### config.mk
export PLATFORM = sky130hd
export DESIGN_NAME = rrf_out_reg_flat
export DESIGN_NICKNAME = d
export VERILOG_FILES = /design/src/rtl/core/rrf_pkg.sv /design/src/rtl/core/rrf_if.sv /design/src/rtl/core/rrf_out_reg.sv /design/src/flat_wrapper.sv
export SDC_FILE = /design/constraint.sdc
export NUM_CORES = 1
export LEC_CHECK = 0
export ABC_AREA = 0
export BUFFER_PORTS_ARGS = -buffer_cell sky130_fd_sc_hd__buf_2
export CAP_MARGIN = 20
export CORE_AREA = 4 4 65 67
export DETAILED_ROUTE_END_ITERATION = 10
export DIE_AREA = 0 0 69 71
export PLACE_DENSITY = 0.76
export SKIP_CTS_REPAIR_TIMING = 1
export SLEW_MARGIN = 5
export SYNTH_ARGS = -nofsm -noshare
export SYNTH_HDL_FRONTEND = slang
export SYNTH_SLANG_ARGS = --single-unit
### constraint.sdc
create_clock -name i_clk -period 4 [get_ports i_clk]
set_clock_uncertainty 0.15 [all_clocks]
set_input_delay 0.2 -clock i_clk [delete_from_list [all_inputs] [get_ports i_clk]]
set_output_delay 0.2 -clock i_clk [all_outputs]
set_load 0.02 [all_outputs]
### src/rtl/core/rrf_pkg.sv
// Shared types and constants for the renaming register file.
package rrf_pkg;

    localparam int CMD_W    = 3;
    localparam int REG_W    = 5;
    localparam int TAG_W    = 5;
    localparam int DATA_W   = 32;
    localparam int BYTE_W   = 8;
    // number of registers a REG_W-bit index can reach
    localparam int REG_SPAN = 32;
    // register whose low byte rides along with every result
    localparam int BYTE_REG = 10;

    typedef enum logic [CMD_W-1:0] {
        CMD_READ_OPERAND = 3'd0,
        CMD_RAW_READ     = 3'd1,
        CMD_ISSUE        = 3'd2,
        CMD_COMMIT       = 3'd3,
        CMD_ADVANCE      = 3'd4,
        CMD_CLEAR        = 3'd5
    } t_cmd;

    typedef struct packed {
        logic [CMD_W-1:0]  command;
        logic [REG_W-1:0]  reg_index;
        logic [TAG_W-1:0]  producer_tag;
        logic [DATA_W-1:0] commit_data;
    } t_in_word;

    typedef struct packed {
        logic              pending;
        logic [TAG_W-1:0]  pending_tag_out;
        logic [DATA_W-1:0] read_value;
        logic [BYTE_W-1:0] return_byte;
    } t_out_word;

endpackage

### src/rtl/core/rrf_if.sv


interface rrf_out_if import rrf_pkg::*; ();
    logic              valid;
    logic              ready;
    logic              pending;
    logic [TAG_W-1:0]  pending_tag_out;
    logic [DATA_W-1:0] read_value;
    logic [BYTE_W-1:0] return_byte;

    modport source (output valid, pending, pending_tag_out, read_value, return_byte,
                    input ready);
    modport sink   (input valid, pending, pending_tag_out, read_value, return_byte,
                    output ready);
endinterface

### src/rtl/core/rrf_out_reg.sv
// Output register: holds a result word until the receiver takes it.
module rrf_out_reg import rrf_pkg::*; (
    input  logic      i_clk,
    input  logic      i_rst_n,
    input  logic      i_valid,
    input  t_out_word i_word,
    output logic      o_take,
    rrf_out_if.source m_out
);

    logic      r_valid;
    logic      n_valid;
    t_out_word r_word;

    assign o_take = i_valid && (!r_valid || m_out.ready);

    always_comb begin
        if (o_take) begin
            n_valid = 1'b1;
        end else if (m_out.ready) begin
            n_valid = 1'b0;
        end else begin
            n_valid = r_valid;
        end
    end

    always_ff @(posedge i_clk) begin
        if (!i_rst_n) begin
            r_valid <= 1'b0;
        end else begin
            r_valid <= n_valid;
        end
    end

    always_ff @(posedge i_clk) begin
        if (o_take) begin
            r_word <= i_word;
        end
    end

    assign m_out.valid           = r_valid;
    assign m_out.pending         = r_word.pending;
    assign m_out.pending_tag_out = r_word.pending_tag_out;
    assign m_out.read_value      = r_word.read_value;
    assign m_out.return_byte     = r_word.return_byte;

endmodule

### src/flat_wrapper.sv
// flat-port wrapper written by rule: the top's interface ports become plain ports
module rrf_out_reg_flat import rrf_pkg::*;
  (i_clk, i_rst_n, i_valid, i_word, o_take, m_out_valid, m_out_pending, m_out_pending_tag_out, m_out_read_value, m_out_return_byte, m_out_ready);
  rrf_out_if m_out_i ();
  input  logic i_clk;
  input  logic i_rst_n;
  input  logic i_valid;
  input  t_out_word i_word;
  output logic o_take;
  output wire logic [$bits(m_out_i.valid)-1:0] m_out_valid;
  output wire logic [$bits(m_out_i.pending)-1:0] m_out_pending;
  output wire logic [$bits(m_out_i.pending_tag_out)-1:0] m_out_pending_tag_out;
  output wire logic [$bits(m_out_i.read_value)-1:0] m_out_read_value;
  output wire logic [$bits(m_out_i.return_byte)-1:0] m_out_return_byte;
  input wire logic [$bits(m_out_i.ready)-1:0] m_out_ready;
  assign m_out_valid = m_out_i.valid;
  assign m_out_pending = m_out_i.pending;
  assign m_out_pending_tag_out = m_out_i.pending_tag_out;
  assign m_out_read_value = m_out_i.read_value;
  assign m_out_return_byte = m_out_i.return_byte;
  assign m_out_i.ready = m_out_ready;
  rrf_out_reg u_core (.i_clk(i_clk), .i_rst_n(i_rst_n), .i_valid(i_valid), .i_word(i_word), .o_take(o_take), .m_out(m_out_i));
endmodule
==> results.md <==
| Parameter | This run | Unit |
|:---|:---|:---|
| Outcome | complete, no violations | - |
| Total of max-cap violations | 0 | - |
| Number of different library cells in the post-synthesis netlist | 5 | - |
| Area of the core | 3630 | sq um |
| Part of the cycle the worst path needs | 44.1 | % |
| Seq cells post-synth | 47 | - |
| Leakage power of the design | 1.10 | nW |
| Final Slew Violations | 0 | - |
| Routability Congestion | 0.707 | - |
| Crit. End Element | output pin | - |
| Slew at the pin closest to its max-slew limit | 0.485 | ns |
| Largest net degree at the start of global routing | 48 | - |
| Total routing usage reported by global routing | 12.1 | % |
| Met3 routed wirelength | 554 | um |
| Syn Inst Count | 50 | - |
| Crit path launch type | flip-flop | - |
| TritonCTS sink count | 47 | - |
| Final hold violation count | 0 | - |
| Routed wire length | 4070 | um |
| Overall power | 0.998 | mW |
| Peak fanout along the critical path | 17 | - |
| Detailed Place HPWL | 2150 | um |
| Top routing layer used | met4 | - |
| Antenna diode instance count | 0 | - |
| Avg Inst Size Synth | 28.6 | sq um |
| Count of antenna-violating nets left after detailed routing | 0 | - |
| Internal power summed over all cells | 0.766 | mW |
| Share of total power in sequential cells | 58.3 | % |
| Part of the power in the clock network | 27.1 | % |
| Sum of overflow across all layers after global routing | 0 | - |
| Synth warn | 0 | - |
| Worst slack, placed | 1.97 | ns |
| Max transition margin | 67.6 | % |
| Detailed-route wire length on metal 1 | 1460 | um |
| Final #Nets | 253 | - |
| Clock root buffer master | sky130_fd_sc_hd__clkbuf_8 | - |
| Die Area | 4900 | sq um |
| Setup TNS Final | 0 | ns |
| Cell type contributing the most total cell area after synthesis | sky130_fd_sc_hd__edfxtp_1 | - |
| Syn nets | 100 | - |
| Buffers on Ports | 97 | - |
| Wire length of the first global-routing pass | 4350 | um |
| Asr flop ratio synth | 0 | % |
| DIE WIDTH | 69 | um |
| Maximum level of the CTS H-tree | 2 | - |
| Insertion delay of the later-clocked pin in the worst-skew pair | 0.29 | ns |
| Initial core utilization | 39.3 | % |
| Worst path setup slack after routing | 2.24 | ns |
| Combinational group share of total power | 14.5 | % |
| Routed len/inst | 16.2 | um |
| Utilization after layout | 70.8 | % |
| Number of antenna violations at the first check in global routing | 0 | - |
| Peak supply drop | 0.294 | mV |
| Dominant register cell in the synthesized netlist | sky130_fd_sc_hd__edfxtp_1 | - |
| Per-cell via count in the routed design | 4.28 | - |
| Total length of routed met2 wires | 1970 | um |
| Number of synthesized flops with an enable pin | 46 | - |
| Synth area leaders | sky130_fd_sc_hd__edfxtp_1 (97%), sky130_fd_sc_hd__dfxtp_1 (1.4%), sky130_fd_sc_hd__nor2b_4 (0.96%), sky130_fd_sc_hd__o21a_1 (0.53%), sky130_fd_sc_hd__nor2b_1 (0.44%) | - |
| Share of synthesized area occupied by flip-flops and latches | 98.1 | % |
| Vias | 1078 | - |
| Cell area after synthesis | 1430 | sq um |
| Most numerous cell in the Yosys netlist | sky130_fd_sc_hd__edfxtp_1 | - |
| WS Path Type | reg2out | - |
| Number of global-route vias before repair | 949 | - |
| Net switching power | 0.232 | mW |
| DRC marker count from the first detailed-route iteration | 76 | - |
| Row count | 22 | - |
| CTS tree | done | - |
| Post-route minimum period | 1.76 | ns |
| Vertical extent of the die | 71 | um |
| I/O pin count | 98 | - |
| Total clock buffers created by CTS | 5 | - |
| CTS max path bufs | 2 | - |
| Unrepaired setup endpoints after global routing | false | - |
| PwrDens | 388 | nW/um^2 |
| Count of TritonRoute iterations in the first routing pass | 4 | - |
| Final setup fails | 0 | - |
| Class of the most critical hold timing path | in2reg | - |
| Maximum frequency from static timing analysis | 567 | MHz |
| Commonest cells in the synthesized netlist | sky130_fd_sc_hd__edfxtp_1 (46), sky130_fd_sc_hd__dfxtp_1 (1), sky130_fd_sc_hd__nor2b_1 (1), sky130_fd_sc_hd__nor2b_4 (1), sky130_fd_sc_hd__o21a_1 (1) | - |
| Worst-path clk slew | 0.08 | ns |
| Proportion of netlist area held by the largest area contributor | 96.7 | % |
| Synthesis-to-finish area growth | 79.9 | % |
| Proportion of layout cells with a drive suffix above 1 | 52.9 | % |
| Critical Path RT | 3.65 | ns |
| Remaining DRCs | 0 | - |
| CP Data Arrival Time | 1.41 | ns |
| Switching share of total power | 23.2 | % |
| Fill cells | 237 | - |
-- worst paths after layout --
check / from / end / slack [ns] / depth (start not counted)
setup / recovery: u_core.m_out.valid$_SDFFE_PN0P_ / o_take / 2.24 / 3
hold / removal: i_valid / u_core.m_out.return_byte[5]$_DFFE_PP_ / 0.25 / 2
setup reg to reg: u_core.m_out.valid$_SDFFE_PN0P_ / u_core.m_out.read_value[15]$_DFFE_PP_ / 2.42 / 3
hold reg to reg: u_core.m_out.valid$_SDFFE_PN0P_ / u_core.m_out.return_byte[5]$_DFFE_PP_ / 0.66 / 2
-- layout by cell type, fill, tap and decap left out --
cell type                       count
sky130_fd_sc_hd__nor2b_4            2
sky130_fd_sc_hd__clkbuf_8           5
sky130_fd_sc_hd__o21a_1             1
sky130_fd_sc_hd__clkinvlp_4         2
sky130_fd_sc_hd__dlygate4sd3_1     48
sky130_fd_sc_hd__buf_12             1
sky130_fd_sc_hd__buf_2             97
sky130_fd_sc_hd__edfxtp_1          46
sky130_fd_sc_hd__clkinv_2           1
sky130_fd_sc_hd__dfxtp_1            1
-- layout make-up --
class                           count  area (sq um)  share of cell area, %
Tap cell                           48          60.1                   2.34
Multi-Input combinational cell      3          35.0                   1.36
Clock buffer                        5          68.8                   2.68
Sequential cell                    47          1400                   54.5
Timing Repair Buffer              146           986                   38.3
Clock inverter                      3          20.0                  0.779
-- through the flow --
step / hold slack (ns) / area, sq um / std cells
floorplan: 0.149 / 1430 / 50
global placement: 0.226 / 1980 / 195
detailed placement: 0.228 / 1980 / 195
CTS: -0.0856 / 2070 / 203
global route: 0.245 / 2570 / 252
finish: 0.248 / 2570 / 252
-- state kept, by name (all words and copies together), names as in the netlist --
name                          flops
u_core.m_out.valid                1
u_core.m_out.return_byte          8
u_core.m_out.pending              1
u_core.m_out.read_value          32
u_core.m_out.pending_tag_out      5
-- critical path: stages, from the launching register on --
cell and delay (ns):
sky130_fd_sc_hd__dfxtp_1 0.32, sky130_fd_sc_hd__nor2b_4 0.13, sky130_fd_sc_hd__nor2b_4 0.40, sky130_fd_sc_hd__buf_2 0.26
-- cell families (layout without fill, tap and decap cells) --
kind of cell           Yosys count  count (layout)  share of synthesized area, %
DFF                             47              47                          98.1
and+or+nand+nor                  2               2                          1.40
AOI/OAI and AO/OA                1               1                         0.526
buffers and inverters            0             154                             0
-- power groups by stage --
stage / registers (mW) / logic, mW / clock network [mW]
after floorplan: 0.632 / 0.0111 / 0
after global placement: 0.591 / 0.100 / 0
after detailed placement: 0.593 / 0.103 / 0
after CTS: 0.582 / 0.103 / 0.280
after global routing: 0.585 / 0.156 / 0.312
final: 0.582 / 0.145 / 0.271
-- per-layer routing --
layer,global-route usage (%),vias up
met3,8.95,9
met5,0,-
met2,19.1,78
li1,-,505
met1,11.5,486
met4,6.51,0
Power figures use the tool's default switching activity.
