$ cat src/rtl/core/rrf_pkg.sv
// Shared types and constants for the renaming register file.
package rrf_pkg;

    localparam int CMD_W    = 3;
    localparam int REG_W    = 5;
    localparam int TAG_W    = 5;
    localparam int DATA_W   = 32;
    localparam int BYTE_W   = 8;
    // number of registers a REG_W-bit index can reach
    localparam int REG_SPAN = 32;
    // register whose low byte rides along with every result
    localparam int BYTE_REG = 10;

    typedef enum logic [CMD_W-1:0] {
        CMD_READ_OPERAND = 3'd0,
        CMD_RAW_READ     = 3'd1,
        CMD_ISSUE        = 3'd2,
        CMD_COMMIT       = 3'd3,
        CMD_ADVANCE      = 3'd4,
        CMD_CLEAR        = 3'd5
    } t_cmd;

    typedef struct packed {
        logic [CMD_W-1:0]  command;
        logic [REG_W-1:0]  reg_index;
        logic [TAG_W-1:0]  producer_tag;
        logic [DATA_W-1:0] commit_data;
    } t_in_word;

    typedef struct packed {
        logic              pending;
        logic [TAG_W-1:0]  pending_tag_out;
        logic [DATA_W-1:0] read_value;
        logic [BYTE_W-1:0] return_byte;
    } t_out_word;

endpackage

$ cat src/rtl/core/rrf_if.sv
// Valid/ready channel interfaces for command and result words.
interface rrf_in_if import rrf_pkg::*; ();
    logic              valid;
    logic              ready;
    logic [CMD_W-1:0]  command;
    logic [REG_W-1:0]  reg_index;
    logic [TAG_W-1:0]  producer_tag;
    logic [DATA_W-1:0] commit_data;

    modport source (output valid, command, reg_index, producer_tag, commit_data,
                    input ready);
    modport sink   (input valid, command, reg_index, producer_tag, commit_data,
                    output ready);
endinterface


$ cat src/rtl/core/rrf_in_reg.sv
// Input register: captures one command word and holds it until executed.
module rrf_in_reg import rrf_pkg::*; (
    input  logic     i_clk,
    input  logic     i_rst_n,
    rrf_in_if.sink   s_in,
    input  logic     i_take,
    output logic     o_valid,
    output t_in_word o_word
);

    logic     r_valid;
    logic     n_valid;
    t_in_word r_word;
    logic     accept;

    assign s_in.ready = !r_valid || i_take;
    assign accept     = s_in.valid && s_in.ready;

    always_comb begin
        if (accept) begin
            n_valid = 1'b1;
        end else if (i_take) begin
            n_valid = 1'b0;
        end else begin
            n_valid = r_valid;
        end
    end

    always_ff @(posedge i_clk) begin
        if (!i_rst_n) begin
            r_valid <= 1'b0;
        end else begin
            r_valid <= n_valid;
        end
    end

    always_ff @(posedge i_clk) begin
        if (accept) begin
            r_word.command      <= s_in.command;
            r_word.reg_index    <= s_in.reg_index;
            r_word.producer_tag <= s_in.producer_tag;
            r_word.commit_data  <= s_in.commit_data;
        end
    end

    assign o_valid = r_valid;
    assign o_word  = r_word;

endmodule

$ cat src/flat_wrapper.sv
// flat-port wrapper written by rule: the top's interface ports become plain ports
module rrf_in_reg_flat import rrf_pkg::*;
  (i_clk, i_rst_n, i_take, o_valid, o_word, s_in_valid, s_in_command, s_in_reg_index, s_in_producer_tag, s_in_commit_data, s_in_ready);
  rrf_in_if s_in_i ();
  input  logic i_clk;
  input  logic i_rst_n;
  input  logic i_take;
  output logic o_valid;
  output t_in_word o_word;
  input wire logic [$bits(s_in_i.valid)-1:0] s_in_valid;
  input wire logic [$bits(s_in_i.command)-1:0] s_in_command;
  input wire logic [$bits(s_in_i.reg_index)-1:0] s_in_reg_index;
  input wire logic [$bits(s_in_i.producer_tag)-1:0] s_in_producer_tag;
  input wire logic [$bits(s_in_i.commit_data)-1:0] s_in_commit_data;
  output wire logic [$bits(s_in_i.ready)-1:0] s_in_ready;
  assign s_in_i.valid = s_in_valid;
  assign s_in_i.command = s_in_command;
  assign s_in_i.reg_index = s_in_reg_index;
  assign s_in_i.producer_tag = s_in_producer_tag;
  assign s_in_i.commit_data = s_in_commit_data;
  assign s_in_ready = s_in_i.ready;
  rrf_in_reg u_core (.i_clk(i_clk), .i_rst_n(i_rst_n), .s_in(s_in_i), .i_take(i_take), .o_valid(o_valid), .o_word(o_word));
endmodule
$ cat config.mk
export PLATFORM = sky130hd
export DESIGN_NAME = rrf_in_reg_flat
export DESIGN_NICKNAME = d
export VERILOG_FILES = /design/src/rtl/core/rrf_pkg.sv /design/src/rtl/core/rrf_if.sv /design/src/rtl/core/rrf_in_reg.sv /design/src/flat_wrapper.sv
export SDC_FILE = /design/constraint.sdc
export NUM_CORES = 1
export LEC_CHECK = 0
export BUFFER_PORTS_ARGS = -buffer_cell sky130_fd_sc_hd__buf_2
export CORE_MARGIN = 10
export CORE_UTILIZATION = 36
export CTS_CLUSTER_DIAMETER = 40
export DETAILED_ROUTE_END_ITERATION = 6
export GPL_TIMING_DRIVEN = 0
export PLACE_DENSITY = 0.82
export REMOVE_ABC_BUFFERS = 1
export SLEW_MARGIN = 20
export SYNTH_ARGS = -nofsm -noshare
export SYNTH_HDL_FRONTEND = slang
export SYNTH_SLANG_ARGS = --single-unit
$ cat constraint.sdc
create_clock -name i_clk -period 1.1 [get_ports i_clk]
set_input_delay 0.11 -clock i_clk [delete_from_list [all_inputs] [get_ports i_clk]]
set_output_delay 0.11 -clock i_clk [all_outputs]
set_load 0.005 [all_outputs]
==> run summary, run 1 <==
===========================================================================================
TritonCTS buffer count .......................................................            5
Sequential cell area ......................................................... 0.001373 mm^2
Max FO, Critical Path ........................................................           11
Starting utilization of the core area ........................................       37.91%
Leakage power total ..........................................................     1.076 nW
Number of design-rule violations left by the first detailed-router iteration .           53
Fraction of power spent switching nets .......................................       21.03%
Syn avg cell area ............................................................   28.18 um^2
H-tree levels ................................................................            2
Combined area of all synthesized cells ....................................... 0.001409 mm^2
Number of flops mapped to enable cells by yosys ..............................           45
Clock slew at the register clock pins of the worst setup and hold paths ......        90 ps
Peak supply drop .............................................................      1028 uV
Syn. warnings ................................................................            0
Average detailed-routed wire length per instance .............................     17.79 um
Power Dens Cells ............................................................. 1379 mW/mm^2
Number of diodes .............................................................            0
Shortest period the worst path allows ........................................      1061 ps
RD Place Congestion ..........................................................       0.8010
Crit. path cell count ........................................................            2
Launch point of the worst reg-to-reg path .................................... u_core.o_valid
Sort of element at the end of the critical path ..............................     register
Global-route congestion overflow total .......................................            0
Via count of the first global-routing pass ...................................         1209
Number of nets in the layout .................................................          249
Unrepaired setup endpoints after global routing ..............................           no
Reg2Reg Setup Slack ..........................................................        40 ps
Worst setup slack before clock tree synthesis ................................    -206.0 ps
Worst min-delay path category ................................................       in2reg
Die Outline Area ............................................................. 0.006815 mm^2
Residual DRC count ...........................................................            0
Register-to-Register Path Depth ..............................................            2
Final count of pins violating max slew .......................................            0
Standard cell with the maximum stage delay on the critical path .............. sky130_fd_sc_hd__dfxtp_2
Core area .................................................................... 0.003716 mm^2
Share of synthesized area occupied by flip-flops and latches .................       97.34%
DRT Pass-1 Iters .............................................................            4
Fmax .........................................................................   0.9424 GHz
Total global-route track usage ...............................................       13.02%
Net load switching power .....................................................    0.7277 mW
TritonCTS clock tree .........................................................         done
Detailed-placement wirelength estimate .......................................     2.786 mm
Overall die width ............................................................     82.56 um
Total of flip-flops plus latches after synthesis .............................           46
Number of post-CTS setup repair buffers ......................................            0
Die span in y ................................................................     82.56 um
Largest area contributor in the netlist ...................................... sky130_fd_sc_hd__edfxtp_1
Worst-case clock skew ........................................................     7.048 ps
Total of buffers placed on input and output ports ............................           95
Share of layout cells above drive strength 1 .................................       54.23%
Number of placement rows .....................................................           22
Total of max-cap violations ..................................................            0
Leading cell type by number of instances after synthesis ..................... sky130_fd_sc_hd__edfxtp_1
Required time at the worst-slack endpoint ....................................      1090 ps
Biggest cell delay along the critical path ...................................       340 ps
Met3 usage in global routing .................................................       11.12%
Number of buffers and inverters on the critical path .........................            0
Worst setup path endpoint .................................................... u_core.o_word[25]
Top cells by area in the synthesized netlist ................................. sky130_fd_sc_hd__edfxtp_1 (96%), sky130_fd_sc_hd__dfxtp_1 (1.4%), sky130_fd_sc_hd__nand2b_4 (0.98%)
Final-layout worst hold slack ................................................     55.18 ps
Fill cell count ..............................................................          251
Worst path arrival time ......................................................      1050 ps
Antenna violations before repair .............................................            0
Post-synthesis instance total ................................................           50
Final hold viol count ........................................................            0
Tcrit/Tclk final .............................................................       96.47%
Overall power consumption ....................................................     3.461 mW
Area of the multi-input gates ................................................   58.81 um^2
Async set-reset flop share out of synthesis ..................................           0%
Sequential cell fraction of total power ......................................        59.8%
Growth of design area from synthesis to finish ...............................       78.06%
CTS Sinks ....................................................................           46
Antenna Violating Nets Remaining .............................................            0
Post-DP Area ................................................................. 0.001944 mm^2
Count of final setup violators ...............................................            0
Clk_lat worst skew ...........................................................       290 ps
Via density per instance .....................................................        4.217
Ys flop type ................................................................. sky130_fd_sc_hd__edfxtp_1
Met2 Use GR ..................................................................       21.85%
Wire length of the first global-routing pass .................................     6.410 mm
Met1 track demand over resource ..............................................       11.17%
Maximum number of pins on one net before global-route repair .................           24
Most crowded layer after global routing ......................................         met2
Combinational cell fraction of total power ...................................        11.4%
Count of vias placed by the detailed router ..................................         1050
Slew of the pin with the lowest slew margin ..................................     260.8 ps
Portion of total power attributed to the clock network .......................        28.8%
Launching instance or port of the critical path .............................. u_core.o_valid
Startpoint type of the worst setup path ......................................     register
Area share of the largest cell type after synthesis ..........................       95.91%
R2r endpoint ................................................................. u_core.o_word[25]
Setup TNS ....................................................................         0 ps
Maximum number of buffers from clock root to sink ............................            2
Run status ................................................................... complete, no violations
Aggregate routed wire length .................................................     4.430 mm
Setup WS post-layout .........................................................     38.86 ps
Clock root cell .............................................................. sky130_fd_sc_hd__clkbuf_8
Post-route cell area ......................................................... 0.002509 mm^2
Critical path class ..........................................................      reg2reg
Ordered list of cells on the worst path ...................................... nand2b_4, and2_2
Worst slew margin relative to its limit ......................................       82.61%
Delay-heaviest family, CP .................................................... simple AND/OR/NAND/NOR gates
Top Ports ....................................................................           96
Count of distinct cell types in the synthesized netlist ......................            6
Internal power consumption ...................................................     2.733 mW
===========================================================================================
-- metrics by stage --
stage                     std cells  utilization, %
after floorplan                  50               -
after global placement          193           52.32
after detailed placement        193           52.32
after CTS                       247           67.07
after global routing            249           67.51
final                           249           67.51
-- flip-flops by register name, indices dropped and copies added, names as in the netlist --
signal	cells
u_core.o_valid	1
u_core.o_word	45
-- cells in the final DEF (no fill, tap or decap) --
cell type                       instances
sky130_fd_sc_hd__clkinvlp_4             2
sky130_fd_sc_hd__buf_2                 95
sky130_fd_sc_hd__edfxtp_1              45
sky130_fd_sc_hd__clkbuf_8               5
sky130_fd_sc_hd__dfxtp_2                1
sky130_fd_sc_hd__and2_4                 3
sky130_fd_sc_hd__a21boi_2               1
sky130_fd_sc_hd__inv_1                  1
sky130_fd_sc_hd__nand2b_4               1
sky130_fd_sc_hd__clkbuf_1               1
sky130_fd_sc_hd__and2_2                 1
sky130_fd_sc_hd__dlygate4sd3_1         45
-- worst register-to-register path: stages (launching register included) --
cell,delay [ps]
sky130_fd_sc_hd__dfxtp_2,340
sky130_fd_sc_hd__nand2b_4,100
sky130_fd_sc_hd__and2_2,310
-- layout make-up --
| class | instances | share of cell area, % |
|---|---|---|
| Tap cell | 48 | 2.394 |
| Inverter | 1 | 0.1496 |
| Multi-Input combinational cell | 6 | 2.344 |
| Timing Repair Buffer | 140 | 36.91 |
| Sequential cell | 46 | 54.71 |
| Clock inverter | 2 | 0.5985 |
| Clock buffer | 6 | 2.893 |
-- metal layers --
metal / up-vias / routed length [um]
met2: 69 / 2189
met5: - / 0
met1: 479 / 1361
li1: 497 / -
met3: 5 / 822
met4: 0 / 57
-- cells by family after synthesis --
kind of cell,synth area share (%)
flip-flops,97.34
buffers and inverters,0.2662
AO/OA/AOI/OAI,0.7992
AND/OR/NAND/NOR,1.598
-- power by group through the flow --
stage                     sequential, mW  combinational (mW)  clock (mW)
after floorplan                     2.12              0.0407           0
after global placement              2.10               0.248           0
after detailed placement            2.11               0.258           0
after CTS                           2.07               0.387        1.01
after global routing                2.08               0.434        1.10
final                               2.07               0.396       0.995
-- worst min path at each step --
stage | start | to | cells past startpoint
detailed placement | s_in_commit_data[25] | u_core.o_word[25] | 1
finish | i_rst_n | u_core.o_valid | 2
global route | i_rst_n | u_core.o_valid | 2
floorplan | s_in_commit_data[0] | u_core.o_word[0] | 0
CTS | i_rst_n | u_core.o_valid | 2
global placement | s_in_commit_data[30] | u_core.o_word[30] | 1
-- timing repair --
| action | in CTS | in global routing |
|---|---|---|
| hold buffers | 45 | 0 |
| cloned | 1 | 2 |
| hold endpoints to repair | 45 | 0 |
| resized for setup | 2 | 1 |
| pin swaps | 1 | 0 |
| endpoints found under the setup margin | 45 | 45 |
Power figures use the tool's default switching activity.
==> run 2, diff against run 1 <==
BUFFER_PORTS_ARGS = -buffer_cell sky130_fd_sc_hd__clkbuf_2   (was -buffer_cell sky130_fd_sc_hd__buf_2)
==> run 2 against run 1 <==
- non-clock buffer count unchanged
- fmax grew 4.2%
- cell area grew 0.90%
- sequential share of layout area fell by 0.54 points
- sequential power about the same
==> run summary, run 2 (synthesis gave the netlist of run 1 again) <==
===========================================================================================
Critical path class ..........................................................      reg2reg
Share of layout cells above drive strength 1 .................................       53.73%   -0.50 points
Required time at the worst-slack endpoint ....................................      1090 ps   about the same
Total of max-cap violations ..................................................            0   unchanged
Maximum number of buffers from clock root to sink ............................            2   unchanged
DRT met1 WL ..................................................................     1.487 mm   +9.3%
Maximum number of pins on one net before global-route repair .................           15   -38%
Leakage power total ..........................................................     1.112 nW   +3.4%
Residual DRC count ...........................................................            0   unchanged
TritonCTS clock tree .........................................................         done
H-tree levels ................................................................            2   unchanged
Met2 Wirelength ..............................................................     2.418 mm   +10%
Number of diodes .............................................................            0   unchanged
Number of placement rows .....................................................           22   unchanged
Run status ................................................................... complete, no violations
Peak supply drop .............................................................      1147 uV   +12%
Clock root cell .............................................................. sky130_fd_sc_hd__clkbuf_8
Max FFs per register .........................................................           45   unchanged
Hold path depth ..............................................................            2   unchanged
Antenna violations before repair .............................................            0   unchanged
Wire length of the first global-routing pass .................................     6.824 mm   +6.5%
Met3 wirelength from detailed routing ........................................       686 um   -17%
Die Outline Area ............................................................. 0.006815 mm^2   unchanged
CTS Sinks ....................................................................           46   unchanged
R2r endpoint ................................................................. u_core.o_word[11]
Worst path arrival time ......................................................      1010 ps   -40 ps
Final-layout worst hold slack ................................................     42.20 ps   -12.98 ps
Top Ports ....................................................................           96   unchanged
Reg2Reg Setup Slack ..........................................................        80 ps   +40 ps
Power Dens Cells ............................................................. 1458 mW/mm^2   +5.7%
Top library cells by usage in the layout, fill and taps aside ................ sky130_fd_sc_hd__clkbuf_2 (95), sky130_fd_sc_hd__dlygate4sd3_1 (45), sky130_fd_sc_hd__edfxtp_1 (45), sky130_fd_sc_hd__clkbuf_8 (5), sky130_fd_sc_hd__and2_4 (4)
Register-to-Register Path Depth ..............................................            2   unchanged
Number of post-CTS setup repair buffers ......................................            0   unchanged
Clk_lat worst skew ...........................................................       290 ps   about the same
Average detailed-routed wire length per instance .............................     18.65 um   +4.8%
Worst slew margin relative to its limit ......................................       88.05%   +5.4 points
Number of design-rule violations left by the first detailed-router iteration .           38   -28%
Count of final setup violators ...............................................            0   unchanged
Global-route congestion overflow total .......................................            0   unchanged
DRT Pass-1 Iters .............................................................            4   unchanged
Worst min-delay path category ................................................       in2reg
Growth of design area from synthesis to finish ...............................       79.66%
Uppermost signal routing layer after detailed routing ........................         met4
Overall die width ............................................................     82.56 um   unchanged
Total global-route track usage ...............................................       14.03%   +1.0 points
Final hold viol count ........................................................            0   unchanged
Most frequent standard cell in the layout excluding fill and tap cells ....... sky130_fd_sc_hd__clkbuf_2
Count of vias placed by the detailed router ..................................         1080   +2.9%
Slew of the pin with the lowest slew margin ..................................     179.2 ps   -81.57 ps
Fmax .........................................................................   0.9818 GHz   +4.2%
Max FO, Critical Path ........................................................           12   +1
Die span in y ................................................................     82.56 um   unchanged
Clock slew at the register clock pins of the worst setup and hold paths ......        80 ps   about the same
Overall power consumption ....................................................     3.690 mW   +6.6%
Startpoint type of the worst setup path ......................................     register
Via count of the first global-routing pass ...................................         1242   +2.7%
RD Place Congestion ..........................................................       0.7951   -0.74%
Unrepaired setup endpoints after global routing ..............................           no
Launching instance or port of the critical path .............................. u_core.o_valid
Launch point of the worst reg-to-reg path .................................... u_core.o_valid
Sort of element at the end of the critical path ..............................     register
Worst-case clock skew ........................................................     5.679 ps   -1.370 ps
Antenna Violating Nets Remaining .............................................            0   unchanged
Aggregate routed wire length .................................................     4.644 mm   +4.8%
TritonCTS buffer count .......................................................            5   unchanged
Number of nets in the layout .................................................          249   unchanged
Via density per instance .....................................................        4.337   +2.9%
Shortest period the worst path allows ........................................      1019 ps   -42.57 ps
Setup TNS ....................................................................         0 ps   unchanged
Total of buffers placed on input and output ports ............................           95   unchanged
Worst setup path endpoint .................................................... u_core.o_word[11]
Final count of pins violating max slew .......................................            0   unchanged
Tcrit/Tclk final .............................................................       92.60%   -3.9 points
Starting utilization of the core area ........................................       37.91%   unchanged
Core area .................................................................... 0.003716 mm^2   unchanged
===========================================================================================
==> run 2: where the power goes <==
| group | total, mW | switching, mW | internal, mW | leakage, nW |
|---|---|---|---|---|
| registers | 2.07 | 0.0303 | 2.04 | 0.444 |
| logic | 0.403 | 0.161 | 0.242 | 0.617 |
| clock network | 1.21 | 0.535 | 0.677 | 0.0514 |
| total | 3.69 | 0.727 | 2.96 | 1.11 |
==> run 2: layout make-up <==
class / instances / area (um^2)
fill: 252 / 1185
tap: 48 / 60.06
timing repair buffer: 140 / 925.9
clock buffer: 6 / 72.57
inverter: 1 / 3.754
sequential: 46 / 1371
clock inverter: 2 / 37.54
multi-input combinational: 6 / 60.06
==> run 2: timing repair <==
item	CTS	global route
gates resized for setup	1	2
hold buffers	45	0
pin swaps	1	0
cloned	3	0
setup endpoints to repair	45	22
endpoints found under the hold margin	45	0
==> run 2: worst min-delay path by stage <==
| stage | from | endpoint | slack, ps |
|---|---|---|---|
| after floorplan | s_in_commit_data[0] | u_core.o_word[0] | 210 |
| after global placement | s_in_commit_data[22] | u_core.o_word[22] | 290 |
| after detailed placement | s_in_commit_data[28] | u_core.o_word[28] | 290 |
| after CTS | i_rst_n | u_core.o_valid | 30 |
| after global routing | i_rst_n | u_core.o_valid | 50 |
| final | i_rst_n | u_core.o_valid | 40 |
==> run 2: through the flow <==
step	worst slack [ps]	std cells	utilization [%]	instance area, um^2
finish	81.43	249	68.11	2531
global route	38.43	249	68.11	2531
CTS	4.302	249	68.05	2529
detailed placement	-209.3	193	52.32	1944
global placement	-174.8	193	52.32	1944
floorplan	-97.94	50	-	1409
==> run 2: layer usage <==
layer	global-route usage, %	vias to the layer above
met4	5.518	0
met3	9.827	6
met5	0	-
met1	12.40	504
met2	24.34	70
li1	-	500
==> run 2: critical path: stages (launching register included) <==
cell and delay, ps:
sky130_fd_sc_hd__dfxtp_1 340, sky130_fd_sc_hd__nand2b_4 110, sky130_fd_sc_hd__and2_4 260
==> run 3, diff against run 2 <==
GPL_TIMING_DRIVEN = not set   (was 0)
RECOVER_POWER = 100   (was not set)
==> run 3 against run 2 <==
- power grew 0.63%
- cell count decreased by 1.6%
- clock skew rose by 1.9 ps
- worst hold slack got worse by 27 ps
- register-to-register slack got worse by 60 ps
- via count decreased by 4.5%
- die area stayed put
- clock power about the same
- cell area is essentially flat
- clock-buffer cell count rose by 1
- first-iteration DRC count increased by 53%
- critical path type unchanged
- largest cell class unchanged
==> run summary, run 3 (synthesis gave the netlist of run 1 again) <==
===========================================================================================
Run status ................................................................... complete, no violations
Number of diodes .............................................................            0   unchanged
Combinational cell fraction of total power ...................................        11.0%   about the same
Aggregate routed wire length .................................................     4.228 mm   -9.0%
Shortest period the worst path allows ........................................      1076 ps   +57.43 ps
TritonCTS clock tree .........................................................         done
Fmax .........................................................................   0.9294 GHz   -5.3%
Peak supply drop .............................................................      1062 uV   -7.5%
Number of post-CTS setup repair buffers ......................................            0   unchanged
Top library cells by usage in the layout, fill and taps aside ................ sky130_fd_sc_hd__clkbuf_2 (94), sky130_fd_sc_hd__edfxtp_1 (45), sky130_fd_sc_hd__dlygate4sd3_1 (40), sky130_fd_sc_hd__clkbuf_8 (6), sky130_fd_sc_hd__buf_12 (3)
Worst path arrival time ......................................................      1070 ps   +60 ps
Sort of element at the end of the critical path ..............................     register
Crit. path cell count ........................................................            3   +1
Via density per instance .....................................................        4.208   -3.0%
Total global-route track usage ...............................................       12.43%   -1.6 points
Overall die width ............................................................     82.56 um   unchanged
Worst min-delay path category ................................................       in2reg
Final hold viol count ........................................................            0   unchanged
Reg2Reg Setup Slack ..........................................................        20 ps   -60 ps
Delay-heaviest family, CP ....................................................   flip-flops
H-tree levels ................................................................            2   unchanged
Net load switching power .....................................................    0.6777 mW   -6.7%
Via count of the first global-routing pass ...................................         1178   -5.2%
Portion of total power attributed to the clock network .......................        33.2%   +0.3 points
Count of vias placed by the detailed router ..................................         1031   -4.5%
Top Ports ....................................................................           96   unchanged
Total of buffers placed on input and output ports ............................           95   unchanged
Total instance count after detailed placement ................................          197   +2.1%
Standard cell with the maximum stage delay on the critical path .............. sky130_fd_sc_hd__dfxtp_2
Launching instance or port of the critical path .............................. u_core.o_valid
Antenna violations before repair .............................................            0   unchanged
Maximum number of buffers from clock root to sink ............................            2   unchanged
Die Outline Area ............................................................. 0.006815 mm^2   unchanged
CTS Sinks ....................................................................           46   unchanged
Number of placement rows .....................................................           22   unchanged
Max FFs per register .........................................................           45   unchanged
Sequential cell fraction of total power ......................................        55.9%   -0.3 points
Average detailed-routed wire length per instance .............................     17.26 um   -7.5%
Startpoint type of the worst setup path ......................................     register
R2r endpoint ................................................................. u_core.o_word[32]
Required time at the worst-slack endpoint ....................................      1090 ps   about the same
Total of max-cap violations ..................................................            0   unchanged
Worst-case clock skew ........................................................     7.604 ps   +1.925 ps
Die span in y ................................................................     82.56 um   unchanged
Clk_lat worst skew ...........................................................       280 ps   about the same
TritonCTS buffer count .......................................................            5   unchanged
Post-Layout Cell Count .......................................................          245   -1.6%
Tcrit/Tclk final .............................................................       97.82%   +5.2 points
Wire length of the first global-routing pass .................................     6.189 mm   -9.3%
Residual DRC count ...........................................................            0   unchanged
Clock root cell .............................................................. sky130_fd_sc_hd__clkbuf_8
Launch point of the worst reg-to-reg path .................................... u_core.o_valid
Final count of pins violating max slew .......................................            0   unchanged
Critical path class ..........................................................      reg2reg
Final core utilization .......................................................       68.05%   about the same
Clock slew at the register clock pins of the worst setup and hold paths ......        80 ps   about the same
Maximum number of pins on one net before global-route repair .................           18   +3
Core area .................................................................... 0.003716 mm^2   unchanged
Number of buffers and inverters on the critical path .........................            1   +1
RD Place Congestion ..........................................................       0.7979   +0.35%
Worst setup path endpoint .................................................... u_core.o_word[32]
Worst Hold Launch ............................................................ s_in_commit_data[11]
Slew of the pin with the lowest slew margin ..................................     119.2 ps   -59.98 ps
Fill cell count ..............................................................          252   unchanged
Internal power consumption ...................................................     3.035 mW   +2.4%
Number of design-rule violations left by the first detailed-router iteration .           58   +53%
Number of nets in the layout .................................................          245   -1.6%
Share of layout cells above drive strength 1 .................................       55.33%   +1.6 points
Register-to-Register Path Depth ..............................................            3   +1
Count of final setup violators ...............................................            0   unchanged
Global-route congestion overflow total .......................................            0   unchanged
Most frequent standard cell in the layout excluding fill and tap cells ....... sky130_fd_sc_hd__clkbuf_2
Fraction of power spent switching nets .......................................       18.25%   -1.4 points
Worst slew margin relative to its limit ......................................       92.05%   +4.0 points
Leakage power total ..........................................................     1.114 nW   +0.17%
DRT Pass-1 Iters .............................................................            5   +1
Unrepaired setup endpoints after global routing ..............................          yes
Growth of design area from synthesis to finish ...............................       79.49%   about the same
Biggest cell delay along the critical path ...................................       340 ps   about the same
Setup TNS ....................................................................         0 ps   unchanged
Starting utilization of the core area ........................................       37.91%   unchanged
Antenna Violating Nets Remaining .............................................            0   unchanged
Max FO, Critical Path ........................................................           17   +5
Power Dens Cells ............................................................. 1468 mW/mm^2   +0.73%
Ordered list of cells on the worst path ...................................... nand2b_4, and2_4, buf_12
===========================================================================================
## run 3: changes by cell type in the layout (fill, tap and decap cells not counted), sizes merged
cell         previous run  this run
and2                    4         1
clkinvlp                1         0
buf                     0         4
dlygate4sd3            45        40
clkbuf                101       102
## run 3: metal layers
layer  part of all wire [%]  global-route usage [%]  vias to the layer above
met2                     51                   20.45                       60
li1                       -                       -                      491
met1                     32                   11.35                      474
met3                     16                   10.37                        6
met5                      0                       0                        -
met4                    1.2                   3.846                        0
## run 3: cell type report
cell class                 instances  area [um^2]  area share (%)
tap                               48        60.06           2.375
sequential                        46         1373           54.28
clock buffer                       7        86.33           3.414
clock inverter                     1        30.03           1.188
timing repair buffer             139        942.2           37.26
multi-input combinational          3        33.78           1.336
inverter                           1        3.754          0.1484
## run 3: how the worst min path moves through the flow
stage                        endpoint  cells past startpoint  slack, ps
finish              u_core.o_word[11]                      1         20
global route        u_core.o_word[38]                      1          1
CTS                 u_core.o_word[17]                      1        0.2
detailed placement  u_core.o_word[27]                      1        290
global placement    u_core.o_word[37]                      1        290
floorplan            u_core.o_word[0]                      0        210
## run 3: power by group through the flow
stage | clock network, mW | logic (mW) | registers (mW)
global route | 1.34 | 0.446 | 2.08
finish | 1.23 | 0.407 | 2.07
CTS | 1.26 | 0.399 | 2.07
global placement | 0 | 0.284 | 2.11
detailed placement | 0 | 0.296 | 2.11
floorplan | 0 | 0.0407 | 2.12
## run 3: metrics by stage
step / cell area (um^2) / hold WS (ps) / setup WS, ps / power, mW
after floorplan: 1409 / 208.9 / -97.94 / 2.166
after global placement: 2012 / 287.5 / 48.65 / 2.391
after detailed placement: 2012 / 288.6 / 34.27 / 2.409
after CTS: 2499 / 0.2495 / 22.55 / 3.735
after global routing: 2529 / 1.084 / -3.355 / 3.872
final: 2529 / 15.55 / 24.00 / 3.713
## run 3: timing repair
action / 4_1_cts / 5_1_grt
endpoints found under the hold margin: 37 / 3
gates resized for setup: 0 / 1
setup endpoints to repair: 0 / 20
hold buffers: 37 / 3
## run 3: worst reg2reg max path, cell delays in order (launching register included)
cell and delay (ps):
sky130_fd_sc_hd__dfxtp_2 340, sky130_fd_sc_hd__nand2b_4 80, sky130_fd_sc_hd__and2_4 200, sky130_fd_sc_hd__buf_12 160
